[src/hdl/packet_ring_queue_defines.svh]
// Assertion macros shared by the packet ring queue RTL.
// Depends on nothing; included by the files that carry concurrent assertions.
`ifndef PACKET_RING_QUEUE_DEFINES_SVH
`define PACKET_RING_QUEUE_DEFINES_SVH

// Same-cycle implication, disabled while reset is high.
`define PRQ_ASSERT_IMP(lbl, clk, rst, ante, cons, msg) \
   lbl: assert property (@(posedge clk) disable iff (rst) (ante) |-> (cons)) \
      else $error(msg);

// Next-cycle implication, disabled while reset is high.
`define PRQ_ASSERT_NXT(lbl, clk, rst, ante, cons, msg) \
   lbl: assert property (@(posedge clk) disable iff (rst) (ante) |=> (cons)) \
      else $error(msg);

`endif

[src/hdl/prq_ram.sv]
// Generic simple dual-port RAM with one write port and a registered read port.
// Read data holds its value while no read is enabled. No package dependency.
`default_nettype none

module prq_ram #(
   parameter int WIDTH = 8,
   parameter int DEPTH = 16
) (
   input  wire logic                     clock,
   input  wire logic                     wr_en,
   input  wire logic [$clog2(DEPTH)-1:0] wr_addr,
   input  wire logic [WIDTH-1:0]         wr_data,
   input  wire logic                     rd_en,
   input  wire logic [$clog2(DEPTH)-1:0] rd_addr,
   output logic      [WIDTH-1:0]         rd_data
);

   logic [WIDTH-1:0] mem [DEPTH];

   always_ff @(posedge clock) begin
      if (wr_en) begin
         mem[wr_addr] <= wr_data;
      end
      if (rd_en) begin
         rd_data <= mem[rd_addr];
      end
   end

endmodule

`default_nettype wire

[config.mk]
export PLATFORM = sky130hd
export DESIGN_NAME = prq_ram
export DESIGN_NICKNAME = d
export VERILOG_FILES = /design/src/hdl/packet_ring_queue_defines.svh /design/src/hdl/prq_ram.sv
export SDC_FILE = /design/constraint.sdc
export NUM_CORES = 1
export LEC_CHECK = 0
export BUFFER_PORTS_ARGS = -buffer_cell sky130_fd_sc_hd__buf_4
export CAP_MARGIN = 20
export CORE_MARGIN = 2
export CORE_UTILIZATION = 46
export DETAILED_ROUTE_END_ITERATION = 16
export GPL_TIMING_DRIVEN = 1
export PLACE_DENSITY_LB_ADDON = 0.05
export SLEW_MARGIN = 20
export SYNTH_ARGS = -nofsm -noshare
export SYNTH_HDL_FRONTEND = slang
export SYNTH_SLANG_ARGS = --single-unit
[constraint.sdc]
create_clock -name clock -period 1.9 [get_ports clock]
set_input_delay 0.095 -clock clock [delete_from_list [all_inputs] [get_ports clock]]
set_output_delay 0.095 -clock clock [all_outputs]
set_load 0.005 [all_outputs]
==> results of run 1 <==
==> layout by cell type (no fill, tap or decap), types with 5 or more instances in the layout <==
master	count
edfxtp_1	136
mux4_1	14
clkbuf_16	17
clkinv_2	6
mux4_2	18
nand2_1	9
dlygate4sd3_1	6
a22oi_1	16
nor2_1	13
clkinvlp_4	5
buf_4	46
==> worst paths after layout <==
| path | from | endpoint |
|---|---|---|
| setup reg to reg | mem[9][1] | rd_data[1] |
| hold / removal | wr_data[3] | mem[3][3] |
| setup / recovery | mem[9][1] | rd_data[1] |
| hold reg to reg | mem[12][5] | rd_data[5] |
==> logic make-up (layout without fill, tap and decap cells) <==
family / count (synthesis) / count (layout) / synth area share (%)
flops: 136 / 136 / 78.1
simple gates: 35 / 35 / 3.14
mux: 32 / 32 / 14.8
compound gates: 16 / 16 / 2.30
buf+inv: 10 / 87 / 1.65
==> worst reg2reg max path, stage by stage, from the launching register on <==
cell      delay [ns]
edfxtp_1        0.35
mux4_1          0.52
a22oi_1         0.27
nand2_1         0.14
==> area by class of cell <==
cell class / count / area [sq um] / area share [%]
clock buffers: 18 / 429 / 6.79
clock inverters: 14 / 110 / 1.74
multi-input cells: 83 / 1060 / 16.7
repair buffers: 55 / 465 / 7.36
flip-flops and latches: 136 / 4080 / 64.6
well taps: 140 / 175 / 2.77
==> routing by layer <==
layer	track usage [%]	part of all wire, %	up-vias
li1	-	-	1106
met1	26.9	45	1254
met2	25.6	46	96
met3	4.12	7.0	9
met4	8.17	1.1	0
met5	0	0	-
==> repair_timing <==
action,4_1_cts,5_1_grt
hold buffers,6,0
hold endpoints to repair,62,0
buffers inserted,0,0
==> flip-flops by register name (all words and copies together), names as in the netlist <==
register  flops
rd_data       8
mem         128
==> through the flow <==
step | total power (uW) | instances | cell area [sq um] | hold slack (ns) | util (%)
3_3_place_gp | 3800 | 408 | 5720 | 0.404 | 52.1
5_1_grt | 6930 | 446 | 6320 | 0.0267 | 57.6
4_1_cts | 6780 | 446 | 6320 | 0.00968 | 57.6
3_5_place_dp | 3810 | 408 | 5720 | 0.415 | 52.1
2_1_floorplan | 3630 | 229 | 5230 | 0.194 | -
6_report | 6720 | 446 | 6320 | 0.0254 | 57.6
==> power by group <==
part	switching [uW]	internal, uW	total, uW
Combinational	184	167	351
Sequential	15.6	3380	3400
Clock	1200	1780	2970
==> results.cfg, run 1 <==
[synthesis]
synthCells = 229
synth_top_area_cell = edfxtp_1
ys_seq_area_share_pct = 78.1
synth_commonest_cells = edfxtp_1, mux4_2, a22oi_1
yosysWarnings = 0
yosysMostFrequentCell = edfxtp_1
async_flop_share_pct = 0
synth_top_area_share_pct = 78.1
synth_area_sq_um = 5230
synth.area.top_cells = edfxtp_1, mux4_2, mux4_1
ys_ff_latch = 136
avgSynthCellArea_sq_um = 22.8
synth_nets = 248
synth_top_flop_cell = edfxtp_1
synth_edf_count = 136
synth_cell_types = 18

[critical_path]
required_ns = 2.03
crit_slowest_cell = mux4_1
endpoint_kind = register
cp-start-kind = register
worst-path-buf-inv = 0
critPathArrivalTime_ns = 1.68
reg2regPathDepth = 3
critical_path_class = reg2reg
cp_max_fo = 1
cpPeakStageDelay_ns = 0.52
r2r_setup_slack_ns = 0.35
cp_cell_sequence = mux4_1, a22oi_1, nand2_1
cp.depth = 3
cp_top_family = multiplexers

[floorplanning]
start_util_pct = 47.6
fp.dieArea_sq_um = 12200
coreArea_sq_um = 11000
pin_count = 27
rows = 38
die_width_um = 111
die_h_um = 111

[pwr]
powerDensity_nw_per_um2 = 1060
peakVddDrop_mv = 0.787
leakage_uw = 0.00215

[sta]
worst_pin_slew_ns = 0.421
skew_ns = 0.00778
finalCriticalPeriod_ns = 1.55
slew-limit-headroom_pct = 71.9
fmaxAchievable_mhz = 647
setup_ws_ns = 0.354
hold_viol = 0
drv_slew = 0
rsz0062_at_grt = no
fin_crit_sh_pct = 81.4
setup_tns_ns = 0
setup_viol = 0

[detailed_routing]
routed_via_density = 5.53
ant_nets = 0
drtIter0Drc = 192
vias = 2465
dr.pass1.iters = 4
routed_wl_um = 10300
drc = 0
wire_per_inst_um = 23.2

[place]
place_congestion = 0.703
numPortBuffers = 26
hpwl_um = 6480
pre_cts_ws_ns = 0.149

[cts]
h-tree-depth = 4
clk-insertion-delay-late_ns = 0.41
cts.repair.resized = 0
cts_tree = yes
clockRootBuffer = clkbuf_16
cts_made_buffers = 17
cts_buffer_depth = 2
clk_pin_slew_ns = 0.06
cts_sinks = 136

[global_routing]
grt_pass1_vias = 2531
grt_pass1_wl_um = 15600
overflow = 0
grt_usage_pct = 18.1
grt_max_degree = 19
grt_antenna_before_repair = 0

[run_status]
status = finished clean

[worst_hold_path]
hp-class = in2reg
worstHoldPathCells = 1

[layout]
syn2layout_area_growth_pct = 20.9
nets = 312
layout-drive-gt1-share_pct = 32.0
insertedDiodeCount = 0
n_fill_cell = 822

[run]
maxCapViolCount = 0
Power figures use the tool's default switching activity.
==> inputs of run 2 (changes only) <==
- ABC_AREA: unset -> 1
- clock period: 1.9 -> 1.35 ns (I/O delays scaled with it)
==> run 2 against run 1 <==
  * Count of clock-buffer cells in the layout unchanged
  * Global-route usage up 4.2 points
  * Design area up 7.4%
  * Flip-flop and latch count unchanged
  * Register-to-register slack worse by 0.17 ns
  * Critical path depth up 3
  * Synthesized cell count up 140%
  * Critical path type unchanged
  * Critical endpoint unchanged
  * Largest power group unchanged
==> results.cfg, run 2 <==
[run_status]
status = finished clean

[synthesis]
ys_ff_latch = 136
synth_top_flop_cell = edfxtp_1
yosysWarnings = 0
yosysMostFrequentCell = nand2_1
synth_cell_types = 11
synth_commonest_cells = nand2_1, edfxtp_1, inv_1
synth_edf_count = 136
ys_seq_area_share_pct = 69.8
synth_nets = 570
synth.area.top_cells = edfxtp_1, nand2_1, nand3_1
synthCells = 551
synth_top_area_share_pct = 69.8
async_flop_share_pct = 0
synth_top_area_cell = edfxtp_1
avgSynthCellArea_sq_um = 10.6
synth_area_sq_um = 5850

[layout]
largest_register = mem
layout_common_cells = nand2_1, edfxtp_1, inv_1, nand3_1, buf_4
reg_top3 = mem x128, rd_data x8
nets = 617
largest_register_ffs = 128
n_fill_cell = 1141
multi_input_area_sq_um = 1210
final_common_cell = nand2_1
insertedDiodeCount = 0
layout-drive-gt1-share_pct = 11.9
seqCellArea_sq_um = 4080
syn2layout_area_growth_pct = 16.1

[sta]
skew_ns = 0.00316
hold_viol = 0
drv_slew = 0
rsz0062_at_grt = no
slew-limit-headroom_pct = 58.7
worst_pin_slew_ns = 0.618
setup_tns_ns = 0
setup_ws_ns = 0.189
fin_crit_sh_pct = 86.0
setup_viol = 0
fmaxAchievable_mhz = 861
finalCriticalPeriod_ns = 1.16

[run]
maxCapViolCount = 0

[detailed_routing]
drtIter0Drc = 284
routed_wl_um = 14000
vias = 3878
ant_nets = 0
drc = 0
dr.pass1.iters = 5
wire_per_inst_um = 17.9
routed_via_density = 4.98

[cts]
cts_made_buffers = 17
cts_hold_repair.buffers = 2
cts.repair.resized = 0
clk-insertion-delay-late_ns = 0.41
clockRootBuffer = clkbuf_16
cts_tree = yes
clk_pin_slew_ns = 0.05
cts_setup_buffers = 0
cts_buffer_depth = 2
h-tree-depth = 4
cts_sinks = 136

[floorplanning]
fp.dieArea_sq_um = 13600
rows = 41
die_width_um = 117
coreArea_sq_um = 12500
pin_count = 27
start_util_pct = 46.7
die_h_um = 117

[place]
numPortBuffers = 26
hpwl_um = 8860
pre_cts_ws_ns = 0.0320
place_congestion = 0.852

[critical_path]
endpoint_kind = register
required_ns = 1.50
critical_path_class = reg2reg
critPathArrivalTime_ns = 1.32
cp-start-kind = register
r2r_setup_slack_ns = 0.19
cp_max_fo = 1

[global_routing]
grt_pass1_wl_um = 21100
grt_pass1_vias = 3748
grt_antenna_before_repair = 0
grt_usage_pct = 22.2
grt_max_degree = 47
overflow = 0

[pwr]
peakVddDrop_mv = 0.664
powerDensity_nw_per_um2 = 1350
leakage_uw = 0.00293

[worst_hold_path]
hp-class = in2reg
==> run 2: cell count changes after synthesis, sizes merged, moves of 16 or more <==
cell | before | now
nand3 | 1 | 97
nand2 | 9 | 173
buf | 7 | 24
mux4 | 32 | 0
inv | 0 | 102
a22oi | 16 | 0
==> run 2: cell type report <==
type	instances	area share, %
timing repair buffer	52	6.19
sequential	136	60.2
multi-input combinational	289	17.9
tap	172	3.17
inverter	102	5.64
clock inverter	10	0.608
clock buffer	18	6.32
==> run 2: cells by family (layout without fill, tap and decap cells) <==
group,after synthesis,count (layout),synth area share [%]
AND/OR/NAND/NOR,289,289,20.8
flip-flops,136,136,69.8
buffers and inverters,126,182,9.39
==> run 2: through the flow <==
stage                     utilization, %  hold WS, ns  cells  total power, uW  instance area [sq um]
after floorplan                        -        0.166    551             5200                   5850
after global placement              50.3        0.382    749             5500                   6300
after detailed placement            50.3        0.381    749             5500                   6300
after CTS                           54.2       0.0187    779             9260                   6790
after global routing                54.2       0.0246    779             9480                   6790
final                               54.2       0.0117    779             9180                   6790
==> run 2: final timing paths <==
check / start / to / depth (start not counted)
setup / recovery: mem[5][1] / rd_data[1] / 6
hold / removal: wr_data[4] / mem[3][4] / 1
setup reg to reg: mem[5][1] / rd_data[1] / 6
hold reg to reg: mem[2][4] / rd_data[4] / 6
==> run 2: worst max-delay path, stage by stage (launching register included) <==
cell	delay [ns]
edfxtp_1	0.36
inv_1	0.06
nand2_1	0.04
nand3_1	0.08
nand3_1	0.13
nand3_1	0.13
nand2_1	0.09
==> run 2: routing by layer <==
layer / up-vias / GRT usage (%) / wire length (um)
met4: 0 / 8.71 / 302
met5: - / 0 / 0
met2: 100 / 35.7 / 6790
met3: 20 / 5.14 / 727
li1: 1873 / - / -
met1: 1885 / 29.6 / 6140
==> run 2: report_power, final <==
group | switching, uW | internal [uW] | total (uW)
clock network | 1530 | 2230 | 3760
logic | 415 | 203 | 618
registers | 33.7 | 4760 | 4800
==> inputs of run 3 (changes only) <==
==> constraint.sdc (replaced) <==
create_clock -name clock -period 1.35 [get_ports clock]
set_input_delay 0.2025 -clock clock [delete_from_list [all_inputs] [get_ports clock]]
set_output_delay 0.2025 -clock clock [all_outputs]
set_load 0.005 [all_outputs]
==> run 3 against run 2 <==
  * Flip-flop and latch count unchanged
  * Worst setup slack got worse by 0.081 ns
  * Largest power group is now the clock network
  * Total power rose by 13%
  * Via count decreased by 1.1%
  * Combinational power up 0.8%
  * Clock power increased by 33%
  * Global-route usage increased by 0.37 points
==> results.cfg, run 3 (synthesized netlist as in run 2, its figures left out) <==
[layout]
final_common_cell = nand2_1
insertedDiodeCount = 0
syn2layout_area_growth_pct = 18.9
largest_register_ffs = 128
nets = 616
layout_common_cells = nand2_1, edfxtp_1, inv_1, nand3_1, buf_4
n_fill_cell = 1129
finish.utilization_pct = 55.5
reg_top3 = mem x128, rd_data x8
design_area_sq_um = 6950
layout-drive-gt1-share_pct = 13.4
largest_register = mem

[critical_path]
critPathArrivalTime_ns = 1.04
required_ns = 1.15
cp-start-kind = register
cp_top_family = flip-flops
endpoint_kind = primary output
cpPeakStageDelay_ns = 0.45
crit_slowest_cell = edfxtp_1
cp_cell_sequence = buf_4
critical_path_class = reg2out
cp_max_fo = 1
worst-path-buf-inv = 1

[detailed_routing]
drc = 0
wire_per_inst_um = 17.9
routed_via_density = 4.91
routed_wl_um = 14000
vias = 3837
ant_nets = 0
dr.pass1.iters = 5
drtIter0Drc = 292

[sta]
setup_viol = 0
fin_crit_sh_pct = 92.0
drv_slew = 0
whs_ns = 0.0866
finalCriticalPeriod_ns = 1.24
fmaxAchievable_mhz = 805
slew-limit-headroom_pct = 57.3
hold_viol = 0
skew_ns = 0.00783
worst_pin_slew_ns = 0.640
rsz0062_at_grt = no

[pwr]
powerDensity_nw_per_um2 = 1500
leakage_uw = 0.00300
peakVddDrop_mv = 0.895

[global_routing]
grt_usage_pct = 22.6
grt_max_degree = 47
grt_pass1_vias = 3776
grt_pass1_wl_um = 21600
overflow = 0
grt_antenna_before_repair = 0

[place]
place_congestion = 0.796
numPortBuffers = 26
placed_area_sq_um = 6320
hpwl_um = 8810

[cts]
h-tree-depth = 4
clockRootBuffer = clkbuf_16
cts_buffer_depth = 2
cts_hold_repair.buffers = 0
cts.repair.resized = 0
cts_setup_buffers = 0
cts_tree = yes
cts_made_buffers = 17
clk-insertion-delay-late_ns = 0.42
clk_pin_slew_ns = 0.06
cts_sinks = 136

[floorplanning]
start_util_pct = 46.7
fp.dieArea_sq_um = 13600
pin_count = 27
coreArea_sq_um = 12500
die_h_um = 117
rows = 41
die_width_um = 117

[run]
maxCapViolCount = 0

[worst_hold_path]
hp-class = in2reg

[run_status]
status = finished clean
-- run 3: path summary, 6_finish.rpt --
path / start / to / slack (ns) / depth (start not counted)
max: rd_data[4] / rd_data[4] / 0.11 / 1
min: rd_en / rd_data[6] / 0.09 / 1
max reg2reg: mem[4][1] / rd_data[1] / 0.17 / 6
min reg2reg: mem[2][4] / rd_data[4] / 0.75 / 6
-- run 3: final cells by class --
type	instances	area, sq um	area share [%]
clock buffers	18	429	6.17
clock inverters	14	205	2.95
inverters	102	383	5.51
multi-input cells	289	1210	17.5
flip-flops and latches	136	4080	58.8
well taps	172	215	3.10
repair buffers	51	420	6.05
-- run 3: per-layer routing --
metal	vias up	part of all wire, %	global-route usage (%)
met5	-	0	0
met3	26	4.7	5.40
met2	99	46	34.0
met1	1834	46	30.8
met4	0	3.2	11.3
li1	1878	-	-
-- run 3: worst register-to-register path, stage by stage, from the launching register on --
cell and delay (ns):
edfxtp_1 0.36, inv_1 0.06, nand2_1 0.05, nand3_1 0.07, nand3_1 0.14, nand3_1 0.15
nand2_1 0.09
-- run 3: metrics by stage --
step                cells  worst slack (ns)  total power [uW]  setup TNS, ns
finish                782             0.108             10400              0
global route          782            0.0853             10700              0
CTS                   782             0.110             10500              0
detailed placement    750            -0.127              5510         -0.923
global placement      750            -0.147              5500         -0.912
floorplan             551             0.197              5200              0
-- run 3: report_power, final --
part | switching (uW) | total [uW] | internal, uW
Sequential | 32.9 | 4790 | 4760
Combinational | 418 | 623 | 205
Clock | 1730 | 4990 | 3250
Total | 2180 | 10400 | 8220
